File: config.mk
export PLATFORM = sky130hd
export DESIGN_NAME = line_follow_pd_motor_drive_top
export DESIGN_NICKNAME = d
export VERILOG_FILES = /design/src/design/lfpd_pkg.sv /design/src/design/line_follow_pd_motor_drive_top.sv /design/src/design/lfpd_ctrl.sv /design/src/design/lfpd_datapath.sv
export VERILOG_INCLUDE_DIRS = /design/src /design/src/design
export SDC_FILE = /design/constraint.sdc
export NUM_CORES = 1
export LEC_CHECK = 0
export BUFFER_PORTS_ARGS = -buffer_cell sky130_fd_sc_hd__buf_2
export CAP_MARGIN = 20
export CORE_UTILIZATION = 40
export CTS_BUF_LIST = sky130_fd_sc_hd__clkbuf_16
export DETAILED_ROUTE_END_ITERATION = 16
export PLACE_DENSITY = 0.58
export SLEW_MARGIN = 40
export SYNTH_ARGS = -nofsm -noshare
export SYNTH_HDL_FRONTEND = slang
export SYNTH_HIERARCHICAL = 1
export SYNTH_SLANG_ARGS = --single-unit
export TNS_END_PERCENT = 30
File: constraint.sdc
create_clock -name clk -period 14.4 [get_ports clk]
set_input_delay 1.44 -clock clk [delete_from_list [all_inputs] [get_ports clk]]
set_output_delay 1.44 -clock clk [all_outputs]
set_load 0.1 [all_outputs]
File: src/design/assert_macros.svh
`ifndef ASSERT_MACROS_SVH
`define ASSERT_MACROS_SVH

// checked on the rising edge, off while reset is high
`define ASSERT_CLK(lbl, clk, rst, prop) \
  lbl: assert property (@(posedge clk) disable iff (rst) prop) \
    else $error("assertion failed");

// checked on the rising edge, also during reset
`define ASSERT_CLK_ALWAYS(lbl, clk, prop) \
  lbl: assert property (@(posedge clk) prop) \
    else $error("assertion failed");

`endif

File: src/design/lfpd_pkg.sv
package lfpd_pkg;

  localparam int SPEED_MAX = 1023;
  localparam int ERR_LIMIT = 2046;

  // x / 100 == (x * 5243) >> 19 for every 10-bit x
  localparam logic [12:0] DIV100_MULT = 13'd5243;
  localparam int DIV100_SHIFT = 19;

  localparam logic [1:0] CFG_GAIN_P = 2'd0;
  localparam logic [1:0] CFG_GAIN_D = 2'd1;
  localparam logic [1:0] CFG_POWER  = 2'd2;

  localparam logic [7:0] GAIN_P_RESET = 8'd30;
  localparam logic [7:0] GAIN_D_RESET = 8'd1;
  localparam logic [6:0] POWER_RESET  = 7'd100;

  typedef enum logic [2:0] {
    ST_IDLE,
    ST_ERR,
    ST_PMUL,
    ST_DMUL,
    ST_SUM,
    ST_DIV,
    ST_SCALE
  } state_t;

  typedef struct packed {
    logic capture;
    logic calc_err;
    logic calc_p;
    logic calc_d;
    logic calc_sum;
    logic calc_div;
    logic load_out;
  } ctrl_t;

endpackage

File: src/design/line_follow_pd_motor_drive_top.sv
// a new item is taken only in idle, once the last one is loaded, then runs the
// controller's step sequence (error, two dependent gain multiplies, motor split,
// divide, pwm scale), holding in the scale step until the output register is free
// a finished result waits in the output register while the next item is taken
// reset: synchronous, gains 30 and 1, power 100, error and history zero, forward
module line_follow_pd_motor_drive_top (
  input  logic               clk,
  input  logic               rst,
  input  logic               cfg_write,
  input  logic [1:0]         cfg_index,
  input  logic [7:0]         cfg_data,
  input  logic               in_valid,
  output logic               in_ready,
  input  logic [7:0]         left_sensors,
  input  logic [7:0]         right_sensors,
  output logic               out_valid,
  input  logic               out_ready,
  output logic [9:0]         left_pwm,
  output logic [9:0]         right_pwm,
  output logic               left_reverse,
  output logic               right_reverse,
  output logic               left_dir_toggle,
  output logic               right_dir_toggle,
  output logic               line_seen,
  output logic signed [11:0] position_error
);
  import lfpd_pkg::*;
  `include "assert_macros.svh"

  ctrl_t cmd;

  lfpd_ctrl u_ctrl (
    .clk       (clk),
    .rst       (rst),
    .in_valid  (in_valid),
    .in_ready  (in_ready),
    .out_valid (out_valid),
    .out_ready (out_ready),
    .cmd       (cmd)
  );

  lfpd_datapath u_datapath (
    .clk              (clk),
    .rst              (rst),
    .cmd              (cmd),
    .cfg_write        (cfg_write),
    .cfg_index        (cfg_index),
    .cfg_data         (cfg_data),
    .left_sensors     (left_sensors),
    .right_sensors    (right_sensors),
    .left_pwm         (left_pwm),
    .right_pwm        (right_pwm),
    .left_reverse     (left_reverse),
    .right_reverse    (right_reverse),
    .left_dir_toggle  (left_dir_toggle),
    .right_dir_toggle (right_dir_toggle),
    .line_seen        (line_seen),
    .position_error   (position_error)
  );

  `ASSERT_CLK(a_one_item, clk, rst, (in_valid && in_ready) |=> !in_ready)
  `ASSERT_CLK(a_no_overwrite, clk, rst, cmd.load_out |-> (!out_valid || out_ready))
  `ASSERT_CLK(a_err_range, clk, rst, out_valid |-> (position_error <= 12'sd2046 && position_error >= -12'sd2046))
  `ASSERT_CLK(a_one_reverse, clk, rst, out_valid |-> !(left_reverse && right_reverse))

endmodule

File: src/design/lfpd_ctrl.sv
module lfpd_ctrl (
  input  logic          clk,
  input  logic          rst,
  input  logic          in_valid,
  output logic          in_ready,
  output logic          out_valid,
  input  logic          out_ready,
  output lfpd_pkg::ctrl_t cmd
);
  import lfpd_pkg::*;

  state_t state;
  state_t state_next;
  logic   out_valid_next;

  always_ff @(posedge clk) begin
    if (rst) begin
      state     <= ST_IDLE;
      out_valid <= 1'b0;
    end else begin
      state     <= state_next;
      out_valid <= out_valid_next;
    end
  end

  always_comb begin
    state_next = state;
    unique case (state)
      ST_IDLE:  if (in_valid) state_next = ST_ERR;
      ST_ERR:   state_next = ST_PMUL;
      ST_PMUL:  state_next = ST_DMUL;
      ST_DMUL:  state_next = ST_SUM;
      ST_SUM:   state_next = ST_DIV;
      ST_DIV:   state_next = ST_SCALE;
      ST_SCALE: if (!out_valid || out_ready) state_next = ST_IDLE;
      default:  state_next = ST_IDLE;
    endcase
  end

  always_comb begin
    cmd      = '0;
    in_ready = 1'b0;
    unique case (state)
      ST_IDLE: begin
        in_ready    = 1'b1;
        cmd.capture = in_valid;
      end
      ST_ERR:   cmd.calc_err = 1'b1;
      ST_PMUL:  cmd.calc_p   = 1'b1;
      ST_DMUL:  cmd.calc_d   = 1'b1;
      ST_SUM:   cmd.calc_sum = 1'b1;
      ST_DIV:   cmd.calc_div = 1'b1;
      ST_SCALE: cmd.load_out = !out_valid || out_ready;
      default: begin
        in_ready = 1'b0;
      end
    endcase
  end

  always_comb begin
    if (cmd.load_out) begin
      out_valid_next = 1'b1;
    end else if (out_ready) begin
      out_valid_next = 1'b0;
    end else begin
      out_valid_next = out_valid;
    end
  end

endmodule

File: src/design/lfpd_datapath.sv
module lfpd_datapath (
  input  logic               clk,
  input  logic               rst,
  input  lfpd_pkg::ctrl_t    cmd,
  input  logic               cfg_write,
  input  logic [1:0]         cfg_index,
  input  logic [7:0]         cfg_data,
  input  logic [7:0]         left_sensors,
  input  logic [7:0]         right_sensors,
  output logic [9:0]         left_pwm,
  output logic [9:0]         right_pwm,
  output logic               left_reverse,
  output logic               right_reverse,
  output logic               left_dir_toggle,
  output logic               right_dir_toggle,
  output logic               line_seen,
  output logic signed [11:0] position_error
);
  import lfpd_pkg::*;

  logic [7:0] gain_p;
  logic [7:0] gain_d;
  logic [6:0] power_percent;

  logic [7:0] lsens;
  logic [7:0] rsens;
  logic       seen;

  logic signed [11:0] error_reg;
  logic signed [19:0] p_term;
  logic signed [19:0] prev_p_term;
  logic signed [29:0] d_term;
  logic               left_dir_reg;
  logic               right_dir_reg;
  logic               tog_l;
  logic               tog_r;
  logic [9:0]         mag_l;
  logic [9:0]         mag_r;
  logic [3:0]         quo_l;
  logic [3:0]         quo_r;

  // config registers
  always_ff @(posedge clk) begin
    if (rst) begin
      gain_p        <= GAIN_P_RESET;
      gain_d        <= GAIN_D_RESET;
      power_percent <= POWER_RESET;
    end else if (cfg_write) begin
      case (cfg_index)
        CFG_GAIN_P: gain_p        <= cfg_data;
        CFG_GAIN_D: gain_d        <= cfg_data;
        CFG_POWER:  power_percent <= cfg_data[6:0];
        default:    ;
      endcase
    end
  end

  // position error
  logic [6:0]         wt_l;
  logic [6:0]         wt_r;
  logic signed [7:0]  wt_sum;
  logic signed [12:0] err_dbl;
  logic signed [11:0] err_new;

  always_comb begin
    for (int i = 0; i < 7; i++) begin
      wt_l[i] = lsens[6 - i];
      wt_r[i] = rsens[6 - i];
    end
    wt_sum  = $signed({1'b0, wt_r}) - $signed({1'b0, wt_l});
    err_dbl = $signed({error_reg, 1'b0});
    if (seen) begin
      err_new = {{4{wt_sum[7]}}, wt_sum};
    end else if (err_dbl > 13'sd2046) begin
      err_new = 12'(ERR_LIMIT);
    end else if (err_dbl < -13'sd2046) begin
      err_new = -12'sd2046;
    end else begin
      err_new = err_dbl[11:0];
    end
  end

  // gain products
  logic signed [20:0] p_full;
  logic signed [20:0] p_diff;
  logic signed [29:0] d_full;

  assign p_full = $signed({1'b0, gain_p}) * error_reg;
  assign p_diff = $signed({p_term[19], p_term}) - $signed({prev_p_term[19], prev_p_term});
  assign d_full = $signed({1'b0, gain_d}) * p_diff;

  // motor split
  logic signed [30:0] o_sum;
  logic signed [10:0] o_clamp;
  logic signed [10:0] o_neg;
  logic [9:0]         o_mag;
  logic signed [11:0] other;
  logic signed [11:0] spd_l;
  logic signed [11:0] spd_r;
  logic signed [11:0] neg_l;
  logic signed [11:0] neg_r;

  always_comb begin
    o_sum = $signed({d_term[29], d_term}) + $signed({{11{p_term[19]}}, p_term});
    if (o_sum > 31'sd1023) begin
      o_clamp = 11'(SPEED_MAX);
    end else if (o_sum < -31'sd1023) begin
      o_clamp = -11'sd1023;
    end else begin
      o_clamp = o_sum[10:0];
    end
    o_neg = -o_clamp;
    o_mag = o_clamp[10] ? o_neg[9:0] : o_clamp[9:0];
    other = 12'(SPEED_MAX) - $signed({1'b0, o_mag, 1'b0});
    spd_l = 12'(SPEED_MAX);
    spd_r = 12'(SPEED_MAX);
    if (o_clamp > 11'sd0) begin
      spd_r = other;
    end else if (o_clamp < 11'sd0) begin
      spd_l = other;
    end
    neg_l = -spd_l;
    neg_r = -spd_r;
  end

  // divide by 100 and scale
  logic [22:0] prod_l;
  logic [22:0] prod_r;
  logic [10:0] scl_l;
  logic [10:0] scl_r;

  assign prod_l = mag_l * DIV100_MULT;
  assign prod_r = mag_r * DIV100_MULT;
  assign scl_l  = quo_l * power_percent;
  assign scl_r  = quo_r * power_percent;

  always_ff @(posedge clk) begin
    if (rst) begin
      error_reg     <= '0;
      prev_p_term   <= '0;
      left_dir_reg  <= 1'b0;
      right_dir_reg <= 1'b0;
    end else begin
      if (cmd.calc_err) error_reg <= err_new;
      if (cmd.calc_d) prev_p_term <= p_term;
      if (cmd.calc_sum) begin
        left_dir_reg  <= spd_l[11];
        right_dir_reg <= spd_r[11];
      end
    end
  end

  always_ff @(posedge clk) begin
    if (cmd.capture) begin
      lsens <= left_sensors;
      rsens <= right_sensors;
      seen  <= (left_sensors | right_sensors) != 8'd0;
    end
    if (cmd.calc_p) p_term <= p_full[19:0];
    if (cmd.calc_d) d_term <= d_full;
    if (cmd.calc_sum) begin
      tog_l <= spd_l[11] != left_dir_reg;
      tog_r <= spd_r[11] != right_dir_reg;
      mag_l <= spd_l[11] ? neg_l[9:0] : spd_l[9:0];
      mag_r <= spd_r[11] ? neg_r[9:0] : spd_r[9:0];
    end
    if (cmd.calc_div) begin
      quo_l <= prod_l[DIV100_SHIFT +: 4];
      quo_r <= prod_r[DIV100_SHIFT +: 4];
    end
    if (cmd.load_out) begin
      left_pwm         <= (scl_l > 11'(SPEED_MAX)) ? 10'(SPEED_MAX) : scl_l[9:0];
      right_pwm        <= (scl_r > 11'(SPEED_MAX)) ? 10'(SPEED_MAX) : scl_r[9:0];
      left_reverse     <= left_dir_reg;
      right_reverse    <= right_dir_reg;
      left_dir_toggle  <= tog_l;
      right_dir_toggle <= tog_r;
      line_seen        <= seen;
      position_error   <= error_reg;
    end
  end

endmodule

; Word level (Yosys, flattened, before mapping)
; Cells that the tools add are included.
[op_classes]
n_eq_ne = 12
bitwise = 1
reduce_logical = 10
magnitude_cmp = 8
n_mux = 24
n_addsub = 7
multipliers = 6
[ops]
columns = cell, n
row1 = 12-bit two-way mux, 6
row2 = "10-bit by 13-bit multiplier with 23-bit output, second input constant", 2
row3 = 30-bit by 20-bit adder with 31-bit output, 1
row4 = "31-bit by 11-bit > comparator with 1-bit output, second input constant", 1
row5 = "31-bit by 11-bit less-than comparator with 1-bit output, second input constant", 1
row6 = 9-bit by 21-bit multiplier with 30-bit output, 1
row7 = 10-bit two-way mux, 3
row8 = 10-bit negator, 3
row9 = "11-bit by 10-bit > comparator with 1-bit output, second input constant", 2
row10 = 4-bit by 7-bit multiplier with 11-bit output, 2
row11 = 11-bit two-way mux, 2
row12 = 3-bit case mux with 7 select lines, 1
row13 = 20-bit by 20-bit subtractor with 21-bit output, 1
row14 = 9-bit by 12-bit multiplier with 20-bit output, 1
row15 = "13-bit by 12-bit > comparator with 1-bit output, second input constant", 1
row16 = "13-bit by 12-bit less-than comparator with 1-bit output, second input constant", 1
row17 = "10-bit by 11-bit subtractor with 12-bit output, first input constant", 1
row18 = "11-bit by 1-bit > comparator with 1-bit output, second input constant", 1
row19 = "11-bit by 1-bit less-than comparator with 1-bit output, second input constant", 1
row20 = 1-bit two-way mux, 10
row21 = "3-bit equality test, second input constant", 3
row22 = 8-bit OR, 1
row23 = 2-bit AND reduction, 4
row24 = 8-bit nonzero test, 1
row25 = 14 further kinds, 17
[word_totals]
register_bits = 193
out_inout_bits = 39

; Depth between registers and ports, before layout
; Gate-level depths: netlist of run 1.
[logic_depth]
word_depth = 11
mapped_depth = 33
mapped_depth_nobuf = 33

; Modules after synthesis
; Netlist of run 1, hierarchy kept.
[by_module_without_submodules]
columns = mod, n_inst, cells_each, area_per_inst_um2
row1 = lfpd_datapath, 1, 2879, 26240.2
row2 = lfpd_ctrl, 1, 29, 275.3

; Worst setup path before layout of run 1
; No wires, ideal clock.
[synth_timing]
path_type = reg2reg
start = register u_datapath.p_term[0]
end = register u_datapath.d_term[29] (data pin)
arrival_time_ns = 6.917
setup_slack_ns = 7.223
required_ns = 14.140
synth_period_minus_slack_ns = 7.177
path_stages_with_launch = 31
path_cell_list = edfxtp_1 inv_1 ha_1 fa_1 nor2b_1 o21ai_0 a21boi_0 o21ai_0 a21boi_0 o21a_1 nor2_1 o211ai_1 a311o_1 o211ai_1 a41oi_1 fa_1 fa_1 inv_1 fa_1 inv_1 fa_1 inv_1 ha_1 a21o_1 a21oi_1 nor2_1 nor2_1 nand4_1 a31o_2 a21oi_1 xnor2_1
[synth_via]
elab_chain_cells = 2
[synth_rtl]
columns = element, line_no
row1 = from (decl), lfpd_datapath.sv:30  ; logic signed [19:0] p_term;
row2 = from (signal assigned), lfpd_datapath.sv:159  ; if (cmd.calc_p) p_term <= p_full[19:0];
row3 = 20-bit by 20-bit subtractor with 21-bit output, lfpd_datapath.sv:89  ; assign p_diff = $signed({p_term[19], p_term}) - $signed({prev_p_term[19], prev_p_term});
row4 = 9-bit by 21-bit multiplier with 30-bit output, lfpd_datapath.sv:90  ; assign d_full = $signed({1'b0, gain_d}) * p_diff;
row5 = named net u_datapath.d_full[29], lfpd_datapath.sv:86  ; logic signed [29:0] d_full;
row6 = to (signal assigned), lfpd_datapath.sv:160  ; if (cmd.calc_d) d_term <= d_full;
row7 = to (decl), lfpd_datapath.sv:32  ; logic signed [29:0] d_term;
; The timed path passes the listed nets, and every way through them passes these cells.
; A chain may end at the register's enable or synchronous reset.

; Worst setup path after layout of run 1
; Ends and elaborated chain as after synthesis.

==> results of run 1 <==
[metal layers]
layer	track usage	up-vias	wire, um
met5	0	-	0
met4	0.0598	0	1450
met3	0.0275	74	2290
met2	0.326	368	29300
met1	0.243	9814	27400
li1	-	9655	-
[per-stage QoR]
step                setup WS [ns]  total power, W
CTS                          6.15         0.00280
finish                       6.01         0.00277
global placement             6.43         0.00225
global route                 5.50         0.00305
detailed placement           6.22         0.00228
floorplan                    7.22         0.00193
[critical path: cells and delay by family (launching register included)]
kind / cells / cell delay, ns
compound gates: 13 / 3.71
xor+xnor: 1 / 0.08
fa+ha+maj: 7 / 3.12
buf+inv: 4 / 0.19
flops: 1 / 0.38
simple gates: 5 / 0.64
[cell families after synthesis]
| family | count (synthesis) | synth area share |
|---|---|---|
| flops | 191 | 0.193 |
| simple gates | 872 | 0.168 |
| xor+xnor | 99 | 0.0327 |
| buf+inv | 622 | 0.0891 |
| mux | 54 | 0.0206 |
| fa+ha+maj | 632 | 0.381 |
| compound gates | 438 | 0.116 |
[layout make-up]
cell class | instances | area, um2
multi-input cells | 2095 | 19100
flip-flops and latches | 191 | 5130
inverters | 514 | 1930
well taps | 864 | 1080
clock inverters | 15 | 181
repair buffers | 87 | 495
clock buffers | 17 | 425
fillers | 6423 | 37300
[placed cells by master (no fill, tap or decap), types with 9 or more instances in the layout]
cell type  netlist  layout
a41oi_1          9       9
o211ai_1        19      19
nand4_1         11      11
xor2_1          24      24
nand2_1        254     254
nor2b_1         54      53
ha_1           340     340
nor4b_1         11      11
nand2b_1        25      25
a211oi_1        20      20
dfxtp_1         61      59
o21ai_0         68      68
inv_1          512     511
buf_4            2      16
a31o_2          12      12
nand3_1         58      58
a311oi_1        13      12
buf_2            3      69
a21o_1          51      51
a21oi_1         88      88
fa_1           291     291
nor3_1          43      42
xnor2_1         75      75
nor2_1         164     164
clkbuf_16        0      17
a21boi_0        10      10
o21a_1          27      27
or3_1           10      10
and2_1         164     164
a31oi_1         12      12
and3_1          23      23
edfxtp_1       130     130
mux2i_1         50      50
o22ai_1         10      10
[worst paths after layout]
path,start,slack (ns),end
min reg2reg,u_datapath/tog_r,0.46,u_datapath/right_dir_toggle
max reg2reg,u_datapath/p_term[0],6.01,u_datapath/d_term[29]
min,u_datapath/tog_r,0.46,u_datapath/right_dir_toggle
max,u_datapath/p_term[0],6.01,u_datapath/d_term[29]
[report_power, final]
group | switching, W | total (W) | leakage [nW] | internal (W)
logic | 0.000935 | 0.00156 | 11.5 | 0.000624
registers | 0.0000548 | 0.000715 | 1.65 | 0.000660
clock network | 0.000262 | 0.000499 | 0.298 | 0.000237
==> flow_metrics.py, run 1 <==
metrics = {
    "layout": {
        "regMostFlops": "u_datapath/d_term",
        "drive_gt1_frac": 0.0572,
        "largest_reg_flops": 30,
        "top_regs": "u_datapath/d_term x30, u_datapath/p_term x20, u_datapath/prev_p_term x20",
        "final_nets": 3568,
        "finalInstanceArea_um2": 28300,
        "final_util": 0.431,
        "diodes": 0,
        "fin_cells": 3783,
        "syn_to_final_growth_pct": 6.70,
    },
    "grt": {
        "grt_pass1_wl_mm": 103,
        "grt_pass1_vias": 20900,
        "grt-ovfl-total": 0,
        "antenna_found_initial": 0,
        "grt_start_max_net_pins": 55,
        "track_usage": 0.189,
    },
    "die": {
        "rows": 94,
        "num_io_pins": 70,
        "die_x_um": 259,
        "die_area_um2": 67300,
        "core-area_um2": 65600,
        "start_util": 0.404,
        "die_h_um": 259,
    },
    "setup_path": {
        "slowest_stage": "a41oi_1",
        "cpMostUsedCell": "fa_1",
        "worstPathArrival_ns": 8.63,
        "start_kind": "register",
        "worstPathRequired_ns": 14.63,
        "path_max_fanout": 10,
        "cp-end-kind": "register",
        "slowest_delay_ns": 0.69,
        "path_class": "register to register",
        "reg2reg_depth": 30,
    },
    "sta": {
        "hold_viol_final": 0,
        "finalSetupTns_ns": 0,
        "setup-violations-final": 0,
        "slew_violations": 0,
        "slew_headroom": 0.463,
        "max_freq_mhz": 119,
        "grt_setup_unrepaired": "false",
        "fin_crit_sh": 0.583,
        "worst_pin_slew_ns": 0.806,
        "period_needed_ns": 8.39,
        "finClkSkew_ns": 0.0150,
        "holdWs_ns": 0.456,
    },
    "synthesis": {
        "syn_area_um2": 26500,
        "synthArstFlopShare": 0,
        "synth.most_common_cell": "inv_1",
        "synth_top_area_share": 0.220,
        "synthTopCellsByCount": "inv_1, ha_1, fa_1",
        "synth_nets": 3570,
        "synth_seq_cells": 191,
        "syn_inst": 2908,
        "synth_ff_type": "edfxtp_1",
        "synth_edf_count": 130,
        "ys_types": 91,
        "seq_area_frac_synth": 0.193,
        "synth_top_area_cell": "fa_1",
        "synth_warnings": 6,
        "syn_avg_cell_area_um2": 9.12,
        "netlist_top_cells_area": "fa_1, ha_1, edfxtp_1",
    },
    "power": {
        "powerDensity_nw_per_um2": 98.0,
        "power.leakage_nw": 13.4,
        "peakVddDrop_v": 0.0000932,
    },
    "placed_design": {
        "placed_area_um2": 27700,
        "dp_cells": 3751,
        "gp_congestion": 0.864,
        "dp_hpwl_mm": 49.4,
        "port_buffers": 69,
    },
    "clocking": {
        "hold_buffers": 0,
        "cts_root_buffer": "clkbuf_16",
        "worstSkewPairLatency_ns": 0.49,
        "clockBufferDepth": 2,
        "htree_num_levels": 4,
        "tritoncts": "done",
        "cts_resized": 0,
        "postCtsSetupRepairBufs": 0,
        "cts_buffers": 17,
        "clock_sinks": 191,
        "path_clk_slew_ns": 0.08,
    },
    "drt": {
        "drt-vias-per-instance": 5.26,
        "vias": 19900,
        "wl_per_cell_um": 16.0,
        "ant_nets": 0,
        "route.detailed.drc": 0,
        "drt_first_pass_iters": 5,
        "drt-initial-drc-count": 1233,
        "totalWireLength_mm": 60.5,
    },
    "worst_hold_path": {
        "min_path_cells": 0,
        "worstHoldPathType": "register to register",
    },
    "run": {
        "drv_cap": 0,
    },
    "run_status": {
        "status": "completed",
    },
}
Note: power is estimated with default switching activity, not from simulation.
==> run 2, diff against run 1 <==
--- a/config.mk
+++ b/config.mk
@@ -11,7 +11,7 @@
 export CORE_UTILIZATION = 40
 export CTS_BUF_LIST = sky130_fd_sc_hd__clkbuf_16
 export DETAILED_ROUTE_END_ITERATION = 16
-export PLACE_DENSITY = 0.58
+export PLACE_DENSITY = 0.6
 export SLEW_MARGIN = 40
 export SYNTH_ARGS = -nofsm -noshare
 export SYNTH_HDL_FRONTEND = slang
==> constraint.sdc (replaced) <==
create_clock -name clk -period 7.2 [get_ports clk]
set_input_delay 0.72 -clock clk [delete_from_list [all_inputs] [get_ports clk]]
set_output_delay 0.72 -clock clk [all_outputs]
set_load 0.1 [all_outputs]
==> flow_metrics.py, run 2 (synthesis gave the netlist of run 1 again) <==
metrics = {
    "run_status": {
        "status": "completed",
    },
    "grt": {
        "track_usage": 0.193,
        "grt-ovfl-total": 0,
        "grt_pass1_wl_mm": 105,
        "grt_start_max_net_pins": 55,
        "grt_pass1_vias": 21400,
        "antenna_found_initial": 0,
    },
    "layout": {
        "regMostFlops": "u_datapath/d_term",
        "diodes": 0,
        "finalInstanceArea_um2": 29600,
        "final_cell_mix": "inv_1, ha_1, fa_1",
        "drive_gt1_frac": 0.115,
        "final_nets": 3691,
        "num-fill-cells": 6320,
        "final_common_cell": "inv_1",
        "top_regs": "u_datapath/d_term x30, u_datapath/p_term x20, u_datapath/prev_p_term x20",
        "final_util": 0.451,
        "syn_to_final_growth_pct": 11.7,
        "fin_cells": 3906,
        "largest_reg_flops": 30,
    },
    "drt": {
        "vias": 20600,
        "ant_nets": 0,
        "totalWireLength_mm": 62.1,
        "wl_per_cell_um": 15.9,
        "wl_met1_mm": 27.4,
        "routed.top_layer": "met4",
        "drt-vias-per-instance": 5.27,
        "met2WireLength_mm": 30.9,
        "route.detailed.drc": 0,
        "wl_met3_mm": 2.58,
        "drt-initial-drc-count": 1026,
        "drt_first_pass_iters": 5,
    },
    "power": {
        "powerDensity_nw_per_um2": 207,
        "peakVddDrop_v": 0.000197,
        "power.leakage_nw": 14.0,
        "fin_total_pwr_w": 0.00612,
    },
    "setup_path": {
        "path_max_fanout": 5,
        "cpMostUsedCell": "buf_4",
        "reg2reg_depth": 32,
        "worstSetupStartpoint": "u_datapath/p_term[0]",
        "path_class": "register to register",
        "reg2reg_to": "u_datapath/d_term[28]",
        "path_depth": 32,
        "path_buf_inv": 10,
        "worstPathRequired_ns": 7.56,
        "crit_path_end": "u_datapath/d_term[28]",
        "slowest_stage": "fa_1",
        "start_kind": "register",
        "worstPathArrival_ns": 7.49,
        "reg2reg_from": "u_datapath/p_term[0]",
        "slowest_delay_ns": 0.53,
        "r2r_slack_ns": 0.07,
        "cp-end-kind": "register",
        "cpLargestDelayFamily": "adder cells",
    },
    "clocking": {
        "tritoncts": "done",
        "hold_buffers": 0,
        "clockBufferDepth": 2,
        "htree_num_levels": 4,
        "path_clk_slew_ns": 0.08,
        "cts_buffers": 17,
        "clock_sinks": 191,
        "worstSkewPairLatency_ns": 0.50,
        "cts_root_buffer": "clkbuf_16",
    },
    "placed_design": {
        "dp_hpwl_mm": 50.6,
        "port_buffers": 69,
        "placed_area_um2": 28500,
        "gp_congestion": 0.865,
        "dp_cells": 3863,
    },
    "die": {
        "die_area_um2": 67300,
        "start_util": 0.404,
        "num_io_pins": 70,
        "die_x_um": 259,
        "rows": 94,
        "core-area_um2": 65600,
        "die_h_um": 259,
    },
    "run": {
        "drv_cap": 0,
    },
    "sta": {
        "finalSetupTns_ns": 0,
        "slew_violations": 0,
        "slew_headroom": 0.472,
        "setup-violations-final": 0,
        "grt_setup_unrepaired": "true",
        "fin_crit_sh": 0.990,
        "period_needed_ns": 7.13,
        "max_freq_mhz": 140,
        "worst_pin_slew_ns": 0.792,
        "hold_viol_final": 0,
        "finClkSkew_ns": 0.0176,
    },
    "worst_hold_path": {
        "hp-start": "left_sensors[0]",
        "worstHoldPathType": "input port to register",
    },
}
[run 2: cell types whose count changed in the layout (fill, tap and decap cells not counted), sizes merged]
cell    change
buf       +123
bufinv      +1
clkinv      -1
[run 2: final cells by class]
class                      count  area [um2]  area share
multi-input combinational   2095       19400       0.656
sequential                   191        5130       0.173
inverter                     514        1930      0.0652
timing repair buffer         210        1420      0.0479
tap                          864        1080      0.0365
clock buffer                  17         425      0.0144
clock inverter                15         219     0.00739
[run 2: report_power, final]
group          total, W  internal, W  switching (W)
logic           0.00364      0.00160        0.00204
clock network   0.00105     0.000517       0.000537
registers       0.00142      0.00132       0.000103
total           0.00612      0.00344        0.00268
[run 2: stage by stage]
step / setup WS [ns] / hold slack, ns
4_1_cts: -0.0130 / 0.384
5_1_grt: -0.284 / 0.381
3_3_place_gp: -0.262 / 0.432
2_1_floorplan: 0.0233 / 0.400
3_5_place_dp: -0.269 / 0.443
6_report: 0.0689 / 0.414
[run 2: timing repair]
action	CTS	global route
setup endpoints to repair	7	10
buffers inserted	2	9
hold endpoints to repair	0	0
pin swaps	3	53
gates resized for setup	17	65
[run 2: how the worst min path moves through the flow]
stage	endpoint	depth (start not counted)	slack [ns]
finish	u_datapath/lsens[0]	1	0.41
global route	u_datapath/lsens[0]	1	0.38
CTS	u_datapath/lsens[0]	1	0.38
detailed placement	u_datapath/right_dir_toggle	0	0.44
global placement	u_datapath/right_dir_toggle	0	0.43
floorplan	u_datapath/left_dir_toggle	0	0.40
[run 2: layer usage]
metal  vias up  track usage
met4         0       0.0521
met5         -            0
met3        73       0.0260
li1       9913            -
met1     10200        0.245
met2       373        0.340
